<file path="src/rtl/core/vrld_pkg.sv">
// ----------------------------------------------------------------------------
// vrld_pkg: shared types and constants for the voxel run-length decoder
// Payload structs, configuration struct, register indexes and status codes.
// ----------------------------------------------------------------------------
package vrld_pkg;

    typedef struct packed {
        logic [7:0] data_byte;
        logic       first_byte;
        logic       last_byte;
    } byte_item_t;

    typedef struct packed {
        logic [7:0] run_value;
        logic [7:0] run_length;
        logic [1:0] status;
        logic       image_done;
    } run_item_t;

    typedef struct packed {
        logic        mode;
        logic        wide_header;
        logic [31:0] voxel_total;
    } cfg_t;

    // configuration register indexes
    localparam logic [1:0] REG_MODE        = 2'd0;
    localparam logic [1:0] REG_WIDE_HEADER = 2'd1;
    localparam logic [1:0] REG_VOXEL_TOTAL = 2'd2;

    // result status codes
    localparam logic [1:0] STATUS_OK         = 2'd0;
    localparam logic [1:0] STATUS_ZERO_LEN   = 2'd1;
    localparam logic [1:0] STATUS_AFTER_FULL = 2'd2;
    localparam logic [1:0] STATUS_SHORT      = 2'd3;

    // header lengths in bytes
    localparam logic [3:0] HDR_PAIR_NARROW = 4'd4;
    localparam logic [3:0] HDR_PAIR_WIDE   = 4'd8;
    localparam logic [3:0] HDR_BIN_NARROW  = 4'd6;
    localparam logic [3:0] HDR_BIN_WIDE    = 4'd10;

    // binary mode escape: long run, no value switch
    localparam logic [7:0] RUN_ESCAPE     = 8'd255;
    localparam logic [7:0] RUN_ESCAPE_LEN = 8'd254;

endpackage

</file>
<file path="src/rtl/core/voxel_run_length_decoder.sv">
// ----------------------------------------------------------------------------
// voxel_run_length_decoder: byte-stream run-length decoder for voxel images
// Usage:
//   byte channel (byte_valid/byte_stall/byte_item) takes one compressed byte
//   per transfer, header included; first_byte starts a new image, last_byte
//   ends the stream.
//   run channel (run_valid/run_stall/run_item) gives at most one run per
//   byte: value, clipped length, status and image-done flag.
//   cfg channel (cfg_valid/cfg_ready/cfg_index/cfg_data) writes mode,
//   wide_header and voxel_total; always ready, write only while idle.
// Path: a byte is registered in the input register and decoded from there;
//   its run is loaded into the output register when the decode step fires,
//   and run_valid rises as that register fills.
// Throughput: one byte per cycle unless run_stall holds a waiting run; the
//   decode step is a single pass through the input register, one add/compare
//   on the voxel count and the result register.
// Reset: all decoder state and configuration clear; no sweep is needed.
// Stall: while run_stall holds a waiting run, the held byte waits in the
//   input register and byte_stall rises once that register is also full.
// ----------------------------------------------------------------------------
module voxel_run_length_decoder #(
    parameter int VOXEL_COUNT_BITS = 32
) (
    input  logic                 clk,
    input  logic                 rst_n,

    input  logic                 byte_valid,
    output logic                 byte_stall,
    input  vrld_pkg::byte_item_t byte_item,

    output logic                 run_valid,
    input  logic                 run_stall,
    output vrld_pkg::run_item_t  run_item,

    input  logic                 cfg_valid,
    output logic                 cfg_ready,
    input  logic [1:0]           cfg_index,
    input  logic [31:0]          cfg_data
);

    vrld_pkg::cfg_t       cfg_reg;
    logic                 stage_valid_reg;
    vrld_pkg::byte_item_t stage_item_reg;
    logic                 res_valid_reg;
    vrld_pkg::run_item_t  res_item_reg;

    logic                 advance;
    logic                 fire;
    logic                 step_valid;
    vrld_pkg::run_item_t  step_item;

    assign cfg_ready  = 1'b1;
    assign advance    = !res_valid_reg || !run_stall;
    assign fire       = stage_valid_reg && advance;
    assign byte_stall = stage_valid_reg && !advance;
    assign run_valid  = res_valid_reg;
    assign run_item   = res_item_reg;

    always_ff @(posedge clk or negedge rst_n)
    begin
        if (!rst_n)
            cfg_reg <= '0;
        else if (cfg_valid)
        begin
            case (cfg_index)
                vrld_pkg::REG_MODE:        cfg_reg.mode        <= cfg_data[0];
                vrld_pkg::REG_WIDE_HEADER: cfg_reg.wide_header <= cfg_data[0];
                vrld_pkg::REG_VOXEL_TOTAL: cfg_reg.voxel_total <= cfg_data;
                default:                   ;
            endcase
        end
    end

    always_ff @(posedge clk or negedge rst_n)
    begin
        if (!rst_n)
        begin
            stage_valid_reg <= 1'b0;
            res_valid_reg   <= 1'b0;
        end
        else
        begin
            if (!byte_stall)
                stage_valid_reg <= byte_valid;
            if (advance)
                res_valid_reg <= fire && step_valid;
        end
    end

    always_ff @(posedge clk)
    begin
        if (byte_valid && !byte_stall)
            stage_item_reg <= byte_item;
        if (fire && step_valid)
            res_item_reg <= step_item;
    end

    vrld_decode #(
        .VOXEL_COUNT_BITS (VOXEL_COUNT_BITS)
    ) u_decode (
        .clk          (clk),
        .rst_n        (rst_n),
        .cfg          (cfg_reg),
        .fire         (fire),
        .item         (stage_item_reg),
        .result_valid (step_valid),
        .result       (step_item)
    );

endmodule

</file>
<file path="src/rtl/core/vrld_decode.sv">
// ----------------------------------------------------------------------------
// vrld_decode: per-byte decode step and decoder state
// Holds header, value and voxel-count state; works out the result of one
// byte combinationally and updates the state when the byte is taken.
// ----------------------------------------------------------------------------
module vrld_decode #(
    parameter int VOXEL_COUNT_BITS = 32
) (
    input  logic                clk,
    input  logic                rst_n,
    input  vrld_pkg::cfg_t      cfg,
    input  logic                fire,
    input  vrld_pkg::byte_item_t item,
    output logic                result_valid,
    output vrld_pkg::run_item_t result
);

    localparam int N = VOXEL_COUNT_BITS;

    logic [3:0]   header_count_reg,   header_count_next;
    logic [7:0]   first_value_reg,    first_value_next;
    logic [7:0]   second_value_reg,   second_value_next;
    logic         using_second_reg,   using_second_next;
    logic         switch_pending_reg, switch_pending_next;
    logic [7:0]   held_value_reg,     held_value_next;
    logic         pair_half_reg,      pair_half_next;
    logic [N-1:0] voxels_done_reg,    voxels_done_next;
    logic         error_seen_reg,     error_seen_next;

    logic [N-1:0] total;
    logic [3:0]   hlen;

    assign total = N'(cfg.voxel_total);

    always_comb
    begin
        if (cfg.mode)
            hlen = cfg.wide_header ? vrld_pkg::HDR_BIN_WIDE : vrld_pkg::HDR_BIN_NARROW;
        else
            hlen = cfg.wide_header ? vrld_pkg::HDR_PAIR_WIDE : vrld_pkg::HDR_PAIR_NARROW;
    end

    always_comb
    begin
        logic [3:0]   hc;
        logic [7:0]   fv;
        logic [7:0]   sv;
        logic         us;
        logic         sp;
        logic [7:0]   hv;
        logic         ph;
        logic [N-1:0] vd;
        logic         es;
        logic         have_run;
        logic [7:0]   rv;
        logic [7:0]   rl;
        logic [1:0]   st;
        logic [N-1:0] remaining;
        logic [N-1:0] vd_new;
        logic         done;

        // first byte of an image starts from cleared state
        hc = item.first_byte ? 4'd0  : header_count_reg;
        fv = item.first_byte ? 8'd0  : first_value_reg;
        sv = item.first_byte ? 8'd0  : second_value_reg;
        us = item.first_byte ? 1'b0  : using_second_reg;
        sp = item.first_byte ? 1'b0  : switch_pending_reg;
        hv = item.first_byte ? 8'd0  : held_value_reg;
        ph = item.first_byte ? 1'b0  : pair_half_reg;
        vd = item.first_byte ? '0    : voxels_done_reg;
        es = item.first_byte ? 1'b0  : error_seen_reg;

        header_count_next   = hc;
        first_value_next    = fv;
        second_value_next   = sv;
        using_second_next   = us;
        switch_pending_next = sp;
        held_value_next     = hv;
        pair_half_next      = ph;
        voxels_done_next    = vd;
        error_seen_next     = es;

        have_run  = 1'b0;
        rv        = 8'd0;
        rl        = 8'd0;
        st        = vrld_pkg::STATUS_OK;
        remaining = total - vd;
        vd_new    = vd;
        done      = 1'b0;

        if (!es)
        begin
            if (hc < hlen)
            begin
                if (cfg.mode)
                begin
                    if (hc == hlen - 4'd2)
                        first_value_next = item.data_byte;
                    else if (hc == hlen - 4'd1)
                        second_value_next = item.data_byte;
                end
                header_count_next = hc + 4'd1;
                if (item.last_byte && ((hc + 4'd1) < hlen || vd < total))
                begin
                    error_seen_next = 1'b1;
                    have_run        = 1'b1;
                    st              = vrld_pkg::STATUS_SHORT;
                    done            = (vd >= total);
                end
            end
            else if (vd >= total)
            begin
                error_seen_next = 1'b1;
                have_run        = 1'b1;
                st              = vrld_pkg::STATUS_AFTER_FULL;
                done            = 1'b1;
            end
            else
            begin
                if (!cfg.mode)
                begin
                    if (!ph)
                    begin
                        held_value_next = item.data_byte;
                        pair_half_next  = 1'b1;
                    end
                    else
                    begin
                        pair_half_next = 1'b0;
                        have_run       = 1'b1;
                        rv             = hv;
                        rl             = item.data_byte;
                    end
                end
                else
                begin
                    using_second_next = us ^ sp;
                    rv = (us ^ sp) ? sv : fv;
                    if (item.data_byte == vrld_pkg::RUN_ESCAPE)
                    begin
                        rl                  = vrld_pkg::RUN_ESCAPE_LEN;
                        switch_pending_next = 1'b0;
                    end
                    else
                    begin
                        rl                  = item.data_byte;
                        switch_pending_next = 1'b1;
                    end
                    have_run = 1'b1;
                end

                if (have_run)
                begin
                    if (rl == 8'd0)
                        st = vrld_pkg::STATUS_ZERO_LEN;
                    else
                    begin
                        // clip at image end; remaining fits in 8 bits when smaller
                        if (N'(rl) > remaining)
                            rl = remaining[7:0];
                        vd_new = vd + N'(rl);
                    end
                end
                voxels_done_next = vd_new;

                if (st == vrld_pkg::STATUS_OK && item.last_byte && vd_new < total)
                begin
                    st = vrld_pkg::STATUS_SHORT;
                    if (!have_run)
                    begin
                        rv = 8'd0;
                        rl = 8'd0;
                    end
                    have_run = 1'b1;
                end
                if (st != vrld_pkg::STATUS_OK)
                    error_seen_next = 1'b1;
                done = (vd_new >= total);
            end
        end

        result_valid      = have_run;
        result.run_value  = rv;
        result.run_length = rl;
        result.status     = st;
        result.image_done = done;
    end

    always_ff @(posedge clk or negedge rst_n)
    begin
        if (!rst_n)
        begin
            header_count_reg   <= '0;
            first_value_reg    <= '0;
            second_value_reg   <= '0;
            using_second_reg   <= 1'b0;
            switch_pending_reg <= 1'b0;
            held_value_reg     <= '0;
            pair_half_reg      <= 1'b0;
            voxels_done_reg    <= '0;
            error_seen_reg     <= 1'b0;
        end
        else if (fire)
        begin
            header_count_reg   <= header_count_next;
            first_value_reg    <= first_value_next;
            second_value_reg   <= second_value_next;
            using_second_reg   <= using_second_next;
            switch_pending_reg <= switch_pending_next;
            held_value_reg     <= held_value_next;
            pair_half_reg      <= pair_half_next;
            voxels_done_reg    <= voxels_done_next;
            error_seen_reg     <= error_seen_next;
        end
    end

endmodule

</file>
<file path="config.mk">
export PLATFORM = sky130hd
export DESIGN_NAME = voxel_run_length_decoder
export DESIGN_NICKNAME = d
export VERILOG_FILES = /design/src/rtl/core/vrld_pkg.sv /design/src/rtl/core/voxel_run_length_decoder.sv /design/src/rtl/core/vrld_decode.sv
export SDC_FILE = /design/constraint.sdc
export NUM_CORES = 1
export LEC_CHECK = 0
export BUFFER_PORTS_ARGS = -buffer_cell sky130_fd_sc_hd__buf_4
export CORE_UTILIZATION = 50
export DETAILED_ROUTE_END_ITERATION = 10
export HOLD_SLACK_MARGIN = 0.06
export PLACE_DENSITY = 0.76
export SYNTH_ARGS = -nofsm -noshare
export SYNTH_HDL_FRONTEND = slang
export SYNTH_SLANG_ARGS = --single-unit
</file>
<file path="constraint.sdc">
create_clock -name clk -period 30.2 [get_ports clk]
set_input_delay 6.04 -clock clk [delete_from_list [all_inputs] [get_ports clk]]
set_output_delay 6.04 -clock clk [all_outputs]
set_load 0.05 [all_outputs]
</file>
# Yosys cells after proc, flatten, opt, wreduce, memory -nomap -nowiden
# Index checks and enable logic that the tools add are counted.
# word_totals
register_bits	129
input_bits	49
output_inout_bits	22
elab_cells	160
# classes
n_addsub	5
order_cmp	7
n_eq_ne	5
muxes	100
bitwise_logic	1
reduce_logical	21
# ops
cell	count
2-to-1 mux 8 bit	38
2-to-1 mux 32 bit	9
greater-or-equal comparator 32 bit	2
< comparator 32 bit	2
2-to-1 mux 1 bit	36
adder 32 x 8 -> 32 bit	1
> comparator 8 x 32 -> 1 bit	1
subtractor 32 bit	1
2-to-1 mux 4 bit	6
2-to-1 mux 2 bit	11
== test 4 bit	2
== test 8 bit, second input constant	1
zero test 8 bit	1
< comparator 4 bit	2
logical AND 1 bit	7
AND reduction 2 bit	3
adder 4 x 1 -> 4 bit, second input constant	1
zero test 1 bit	4
zero test 2 bit	2
subtractor 4 x 1 -> 4 bit, second input constant	1
subtractor 4 x 2 -> 4 bit, second input constant	1
OR reduction 3 bit	1
== test 2 x 1 -> 1 bit, second input constant	1
== test 2 bit, second input constant	1
3 further kinds	4

# Logic depth before layout (Yosys ltp)
# Gate-level depths: netlist of the first run.
# logic_depth
depth_word	30
ltp_mapped	46
mapped_depth_nobuf	41

# Hierarchy
# From an unflattened synthesis of the first run, not the netlist that was laid out.
# hier_totals
cells_unflattened	1134
area_unflattened_um2	10272.4
# by_module_without_submodules
mod	n_inst	cells_per_inst	area_each_um2	seq_area_each_um2
vrld_decode	1	1018	7881.3	1601.5
voxel_run_length_decoder	1	116	2391.0	1771.7

# Worst setup path after synthesis of the first run
# No wires, ideal clock.
# synth_path
path_kind	input to output
from	in run_stall
to	out byte_stall
t_arrival_ns	6.479
required_time_ns	24.160
setup_slack_ns	17.681
stages	2
path_buffers	0
cell_sequence	nand3_1 > inv_1
# synth_via
elab_chain_cells	4
# synth_rtl
element	line	source
from (decl)	voxel_run_length_decoder.sv:32	input logic run_stall,
zero test 1 bit	voxel_run_length_decoder.sv:53	assign advance = !res_valid_reg || !run_stall;
logical OR 1 bit	voxel_run_length_decoder.sv:53	
zero test 1 bit	voxel_run_length_decoder.sv:55	assign byte_stall = stage_valid_reg && !advance;
logical AND 1 bit	voxel_run_length_decoder.sv:55	
to (decl)	voxel_run_length_decoder.sv:28	output logic byte_stall,
# No other way between the ends.

# Final worst setup path of the first run
# Same ends and word-level chain as after synthesis.

==> impl_metrics.tcl, run 1 <==
set metrics [dict create \
    outcome "complete, but fails checks" \
    failed_checks "design-rule violations" \
    layout-area-overhead-vs-synth_pct 12.7 \
    timing.final.hold_violations 0 \
    synth_warnings 0 \
    synth_area_leader_cell "sky130_fd_sc_hd__dfrtp_1" \
    place.detailed.hpwl_microns 20800 \
    p_switching_uw 303 \
    synth.area.top_cells "sky130_fd_sc_hd__dfrtp_1 (24%), sky130_fd_sc_hd__ha_1 (11%), sky130_fd_sc_hd__edfxtp_1 (8.5%)" \
    worst-endpoint-arrival_ns 6.50 \
    gp_routability_congestion 0.965 \
    drt-vias-per-instance 5.95 \
    power.share.sequential_pct 31.8 \
    worstReg2RegStart "stage_item_reg[1]$_DFFE_PP_" \
    placementRows 52 \
    number_of_enable_type_register_cells_in_the_synthesized_netlist 29 \
    cts_root_buffer "sky130_fd_sc_hd__clkbuf_16" \
    worst_pin_slew_ns 1.17 \
    synth-seq-area-share_pct 32.9 \
    grt_util_all_layers_pct 26.4 \
    critPathSlowestCell "sky130_fd_sc_hd__buf_4" \
    number_of_setup_buffers_added_after_cts 0 \
    die_w_microns 145 \
    total_leakage_power_nw 5.11 \
    synth.ff_latch_count 129 \
    worst_setup_startpoint "run_stall" \
    layout_common_cells "sky130_fd_sc_hd__nand2_1 (143), sky130_fd_sc_hd__dfrtp_1 (100), sky130_fd_sc_hd__ha_1 (94), sky130_fd_sc_hd__inv_1 (87), sky130_fd_sc_hd__nor2_1 (86)" \
    min_delay_path_depth 1 \
    mostFrequentLayoutCell "sky130_fd_sc_hd__nand2_1" \
    max_stage_delay_ns 0.18 \
    criticalPathCategory "input port to output port" \
    wire_length_of_the_first_global_routing_pass_microns 44400 \
    timing.critical_path.mode_cell "sky130_fd_sc_hd__buf_4" \
    internal-power_uw 421 \
    share_of_post_route_cells_with_drive_strength_above_1_pct 13.9 \
    number_of_input_and_output_port_buffers_inserted 69 \
    routed_wl_microns 27400 \
    detail_route.first_pass.iterations 9 \
    holdWs_ns 0.503 \
    largest_register_ffs 34 \
    synthFlopType "sky130_fd_sc_hd__dfrtp_1" \
    synth_cell_types 82 \
    post_cts_resized 0 \
    crit_path_end_kind "output port" \
    core_region_sq_um 20200 \
    tritoncts_clock_tree "yes" \
    clock_transition_at_the_registers_of_the_reported_paths_ns 0.06 \
    vdd_drop_max_mv 0.0482 \
    cts.path.max_buffers 2 \
    route.vias.total 8889 \
    path_max_fanout 3 \
    finish.net_count 1356 \
    detailedRoute.firstIterationViolations 788 \
    wire_per_inst_microns 18.3 \
    setup_repair_after_global_routing_missed_its_margin "false" \
    post-route-period-util_pct 41.5 \
    syn-instance-count 1162 \
    worst_slew_margin_rel_pct 21.2 \
    startpoint_type "input port" \
    grt_max_degree 77 \
    design.portCount 71 \
    h-tree-depth 4 \
    max_cap_viol_count 0 \
    syn_nets 1307 \
    die_height_microns 145 \
    total_congestion_overflow 0 \
    n_diodes 0 \
    setup-violations-final 0 \
    comb_power_share_pct 39.8 \
    minimum_clock_period_ns 12.54 \
    max_freq_ghz 0.0798 \
    cts_sinks 129 \
    slew_violations 0 \
    synth.avg_cell_area_sq_um 8.82 \
    grt_antenna_before_repair 0 \
    power.clock.fraction_pct 28.4 \
    clkLatencyLatePin_ns 0.44 \
    tns_ns 0 \
    vias_in_the_first_global_route 8548 \
    hold_path_class "flip-flop to flip-flop" \
    cts_hold_buf 0 \
    worst-endpoint-required_ns 24.16 \
    hold_start "u_decode.voxels_done_reg[4]$_DFFE_PN0P_" \
    cts_buffers 17 \
    floorplan.die_area_sq_um 21100 \
    post-route-drc-count 1 \
    synthesized_cell_area_sq_um 10300 \
    start_util_pct 50.8 \
    finClkSkew_ns 0.0124 \
    p_per_area_nw_per_um2 62.7 \
    power_switching_share_pct 41.8 \
    crit_chain "buf_4, nand3_1, inv_1, buf_4" \
    post-synth-top-area-fraction_pct 24.4 \
    synthArstFlopShare_pct 77.5 \
    final_antenna_net_count 0 \
    reg2regPathDepth 41 \
]
[cells in the mapped netlist (10+ instances only)]
library cell / count
sky130_fd_sc_hd__nand2_1: 143
sky130_fd_sc_hd__dfrtp_1: 100
sky130_fd_sc_hd__ha_1: 94
sky130_fd_sc_hd__inv_1: 87
sky130_fd_sc_hd__nor2_1: 86
sky130_fd_sc_hd__a21oi_1: 81
sky130_fd_sc_hd__o21ai_0: 43
sky130_fd_sc_hd__mux2_2: 42
sky130_fd_sc_hd__xnor2_1: 38
sky130_fd_sc_hd__a22o_1: 34
sky130_fd_sc_hd__xor2_1: 33
sky130_fd_sc_hd__nand4_1: 31
sky130_fd_sc_hd__clkbuf_1: 30
sky130_fd_sc_hd__edfxtp_1: 29
sky130_fd_sc_hd__mux2i_1: 25
sky130_fd_sc_hd__nor2b_1: 24
sky130_fd_sc_hd__nand3_1: 20
sky130_fd_sc_hd__nor3_1: 19
sky130_fd_sc_hd__a21o_1: 17
sky130_fd_sc_hd__and2_1: 12
sky130_fd_sc_hd__nand2b_1: 10
sky130_fd_sc_hd__o21a_1: 10
[per-stage QoR]
step / cells / util [%] / setup slack [ns] / instance area (sq um) / power [mW]
finish: 1494 / 57.3 / 17.66 / 11500 / 0.724
global route: 1494 / 57.3 / 17.22 / 11500 / 0.764
floorplan: 1162 / - / 17.68 / 10300 / 0.434
global placement: 1462 / 54.3 / 17.67 / 11000 / 0.509
detailed placement: 1462 / 54.3 / 17.67 / 11000 / 0.514
CTS: 1494 / 57.3 / 17.66 / 11500 / 0.722
[power by group through the flow]
stage	sequential, mW	clock [mW]	combinational, mW
global placement	0.233	0	0.277
CTS	0.230	0.209	0.284
detailed placement	0.233	0	0.281
floorplan	0.247	0	0.187
finish	0.230	0.206	0.288
global route	0.234	0.215	0.315
[worst paths after layout]
kind                            slack [ns]                                 endpoint
worst max-delay path                 17.66                               byte_stall
worst min-delay path                  0.50  u_decode.voxels_done_reg[4]$_DFFE_PN0P_
worst max register to register       17.78               run_item[10]$_SDFFCE_PP0P_
worst min register to register        0.50  u_decode.voxels_done_reg[4]$_DFFE_PN0P_
max in group asynchronous            23.38   u_decode.held_value_reg[0]$_DFFE_PN0P_
min in group asynchronous             5.51                   cfg_reg[0]$_DFFE_PN0P_
[layout make-up]
| type | instances | area [sq um] |
|---|---|---|
| fill | 1802 | 8620 |
| multi-input combinational | 901 | 6360 |
| sequential | 129 | 3370 |
| timing repair buffer | 74 | 556 |
| clock buffer | 17 | 425 |
| tap | 270 | 338 |
| inverter | 88 | 330 |
| clock inverter | 15 | 166 |
[routing by layer]
metal	routed length (microns)	vias up	global-route usage (%)
li1	-	4281	-
met1	12600	4227	36.7
met2	12700	344	42.5
met3	1670	37	4.15
met4	456	0	7.11
met5	0	-	0
[cells by family (layout without fill, tap and decap cells)]
| group | Yosys count | count (layout) | share of synthesized area (%) |
|---|---|---|---|
| buf+inv | 132 | 194 | 5.11 |
| flops | 129 | 129 | 32.9 |
| xor+xnor | 71 | 71 | 6.07 |
| fa+ha+maj | 96 | 96 | 11.9 |
| mux | 67 | 67 | 7.05 |
| other cells | 1 | 1 | 0.0366 |
| simple gates | 397 | 397 | 19.0 |
| compound gates | 269 | 269 | 18.0 |
[critical path: cells and delay by family]
family | cells | cell delay, ns
and+or+nand+nor | 1 | 0.10
buffers and inverters | 3 | 0.35
Power figures use the tool's default switching activity.
==> inputs of run 2 (changes only) <==
Clock period 30.2 ns to 12.6 ns, I/O delays scaled along.
==> impl_metrics.tcl, run 2 (synthesis gave the netlist of run 1 again) <==
set metrics [dict create \
    outcome "finished clean" \
    post-route-period-util_pct 90.5 \
    vias_in_the_first_global_route 8513 \
    setup_repair_after_global_routing_missed_its_margin "false" \
    timing.critical_path.mode_cell "sky130_fd_sc_hd__ha_1" \
    worst_setup_startpoint "stage_item_reg[1]$_DFFE_PP_" \
    max_stage_delay_ns 1.02 \
    final_antenna_net_count 0 \
    die_w_microns 145 \
    largest_register_ffs 34 \
    min_delay_path_depth 1 \
    worstReg2RegStart "stage_item_reg[1]$_DFFE_PP_" \
    die_height_microns 145 \
    floorplan.die_area_sq_um 21100 \
    reg2regPathDepth 41 \
    total_leakage_power_nw 5.13 \
    hold_path_end "u_decode.held_value_reg[1]$_DFFE_PN0P_" \
    layout-area-overhead-vs-synth_pct 13.0 \
    path_max_fanout 28 \
    grt_antenna_before_repair 0 \
    start_util_pct 50.8 \
    worst_slack_ns 1.19 \
    layout_common_cells "sky130_fd_sc_hd__nand2_1 (143), sky130_fd_sc_hd__dfrtp_1 (100), sky130_fd_sc_hd__ha_1 (94), sky130_fd_sc_hd__inv_1 (87), sky130_fd_sc_hd__nor2_1 (86)" \
    max_freq_ghz 0.0877 \
    wire_length_of_the_first_global_routing_pass_microns 45500 \
    gp_routability_congestion 0.997 \
    timing.final.hold_violations 0 \
    slew_violations 0 \
    criticalPathCategory "flip-flop to flip-flop" \
    worst_slew_margin_rel_pct 13.9 \
    cts_hold_buf 0 \
    clkLatencyLatePin_ns 0.44 \
    detailedRoute.firstIterationViolations 917 \
    worst_pin_slew_ns 1.28 \
    clock_transition_at_the_registers_of_the_reported_paths_ns 0.07 \
    cts.path.max_buffers 2 \
    place_ws_ns 1.34 \
    total_power_mw 1.78 \
    vdd_drop_max_mv 0.0958 \
    design.portCount 71 \
    hold_path_class "flip-flop to flip-flop" \
    share_of_post_route_cells_with_drive_strength_above_1_pct 14.0 \
    number_of_input_and_output_port_buffers_inserted 69 \
    final.fill_count 1811 \
    p_per_area_nw_per_um2 153 \
    mostFrequentLayoutCell "sky130_fd_sc_hd__nand2_1" \
    grt_max_degree 80 \
    startpoint_type "flip-flop" \
    minimum_clock_period_ns 11.41 \
    worst-endpoint-arrival_ns 11.59 \
    crit_path_end_kind "flip-flop" \
    fin_cells 1495 \
    placementRows 52 \
    cts_sinks 129 \
    post_cts_resized 0 \
    drt-vias-per-instance 6.05 \
    worst_r2r_endpoint "run_item[13]$_SDFFCE_PP0P_" \
    hold_start "u_decode.held_value_reg[1]$_DFFE_PN0P_" \
    wire_per_inst_microns 19.0 \
    max_cap_viol_count 0 \
    setup-violations-final 0 \
    total_congestion_overflow 0 \
    post-route-drc-count 0 \
    cts_buffers 17 \
    critPathSlowestCell "sky130_fd_sc_hd__o21ai_1" \
    finClkSkew_ns 0.00803 \
    finish.net_count 1357 \
    dp_cells 1463 \
    cts_root_buffer "sky130_fd_sc_hd__clkbuf_16" \
    dpl-instance-area_sq_um 11000 \
    number_of_setup_buffers_added_after_cts 0 \
    worst-endpoint-required_ns 12.78 \
    detail_route.first_pass.iterations 5 \
    core_region_sq_um 20200 \
    route.vias.total 9052 \
    grt_util_all_layers_pct 27.2 \
    h-tree-depth 4 \
    n_diodes 0 \
    place.detailed.hpwl_microns 21500 \
    final_area_sq_um 11600 \
    r2r_slack_ns 1.19 \
    tns_ns 0 \
    routed_wl_microns 28400 \
    tritoncts_clock_tree "yes" \
]
-- run 2: worst max path at each step --
stage               slack, ns  depth (start not counted)                          to
finish                   1.19                         41  run_item[13]$_SDFFCE_PP0P_
global route             0.41                         41  run_item[13]$_SDFFCE_PP0P_
CTS                      1.25                         41  run_item[13]$_SDFFCE_PP0P_
detailed placement       1.34                         41  run_item[13]$_SDFFCE_PP0P_
global placement         1.75                         41  run_item[13]$_SDFFCE_PP0P_
floorplan                2.44                         45   run_item[0]$_SDFFCE_PP0P_
-- run 2: report_power, final --
part	internal [mW]	total, mW	switching [mW]
Clock	0.286	0.525	0.238
Sequential	0.496	0.556	0.0605
Combinational	0.249	0.696	0.447
Total	1.03	1.78	0.745
-- run 2: layout make-up --
cell class	count	area [sq um]	share of cell area (%)
multi-input combinational	901	6360	54.9
sequential	129	3370	29.1
timing repair buffer	75	563	4.86
clock buffer	17	425	3.67
tap	270	338	2.92
inverter	88	330	2.85
clock inverter	15	191	1.65
-- run 2: per-stage QoR --
step,util (%),hold WS [ns]
2_1_floorplan,-,0.465
3_3_place_gp,54.4,0.484
3_5_place_dp,54.4,0.482
4_1_cts,57.4,0.505
5_1_grt,57.4,0.520
6_report,57.4,0.510
-- run 2: worst max-delay path: cells and delay by family (launching register included) --
family / cells / cell delay (ns)
xor+xnor: 1 / 0.27
simple gates: 17 / 4.21
flops: 1 / 0.36
compound gates: 14 / 4.04
fa+ha+maj: 5 / 1.52
buf+inv: 3 / 0.47
mux: 1 / 0.25
-- run 2: per-layer routing --
layer | vias to the layer above | wire [microns] | global-route usage, %
met5 | - | 0 | 0
li1 | 4282 | - | -
met4 | 0 | 543 | 8.16
met1 | 4344 | 12900 | 39.2
met2 | 381 | 12900 | 42.2
met3 | 45 | 2050 | 3.87
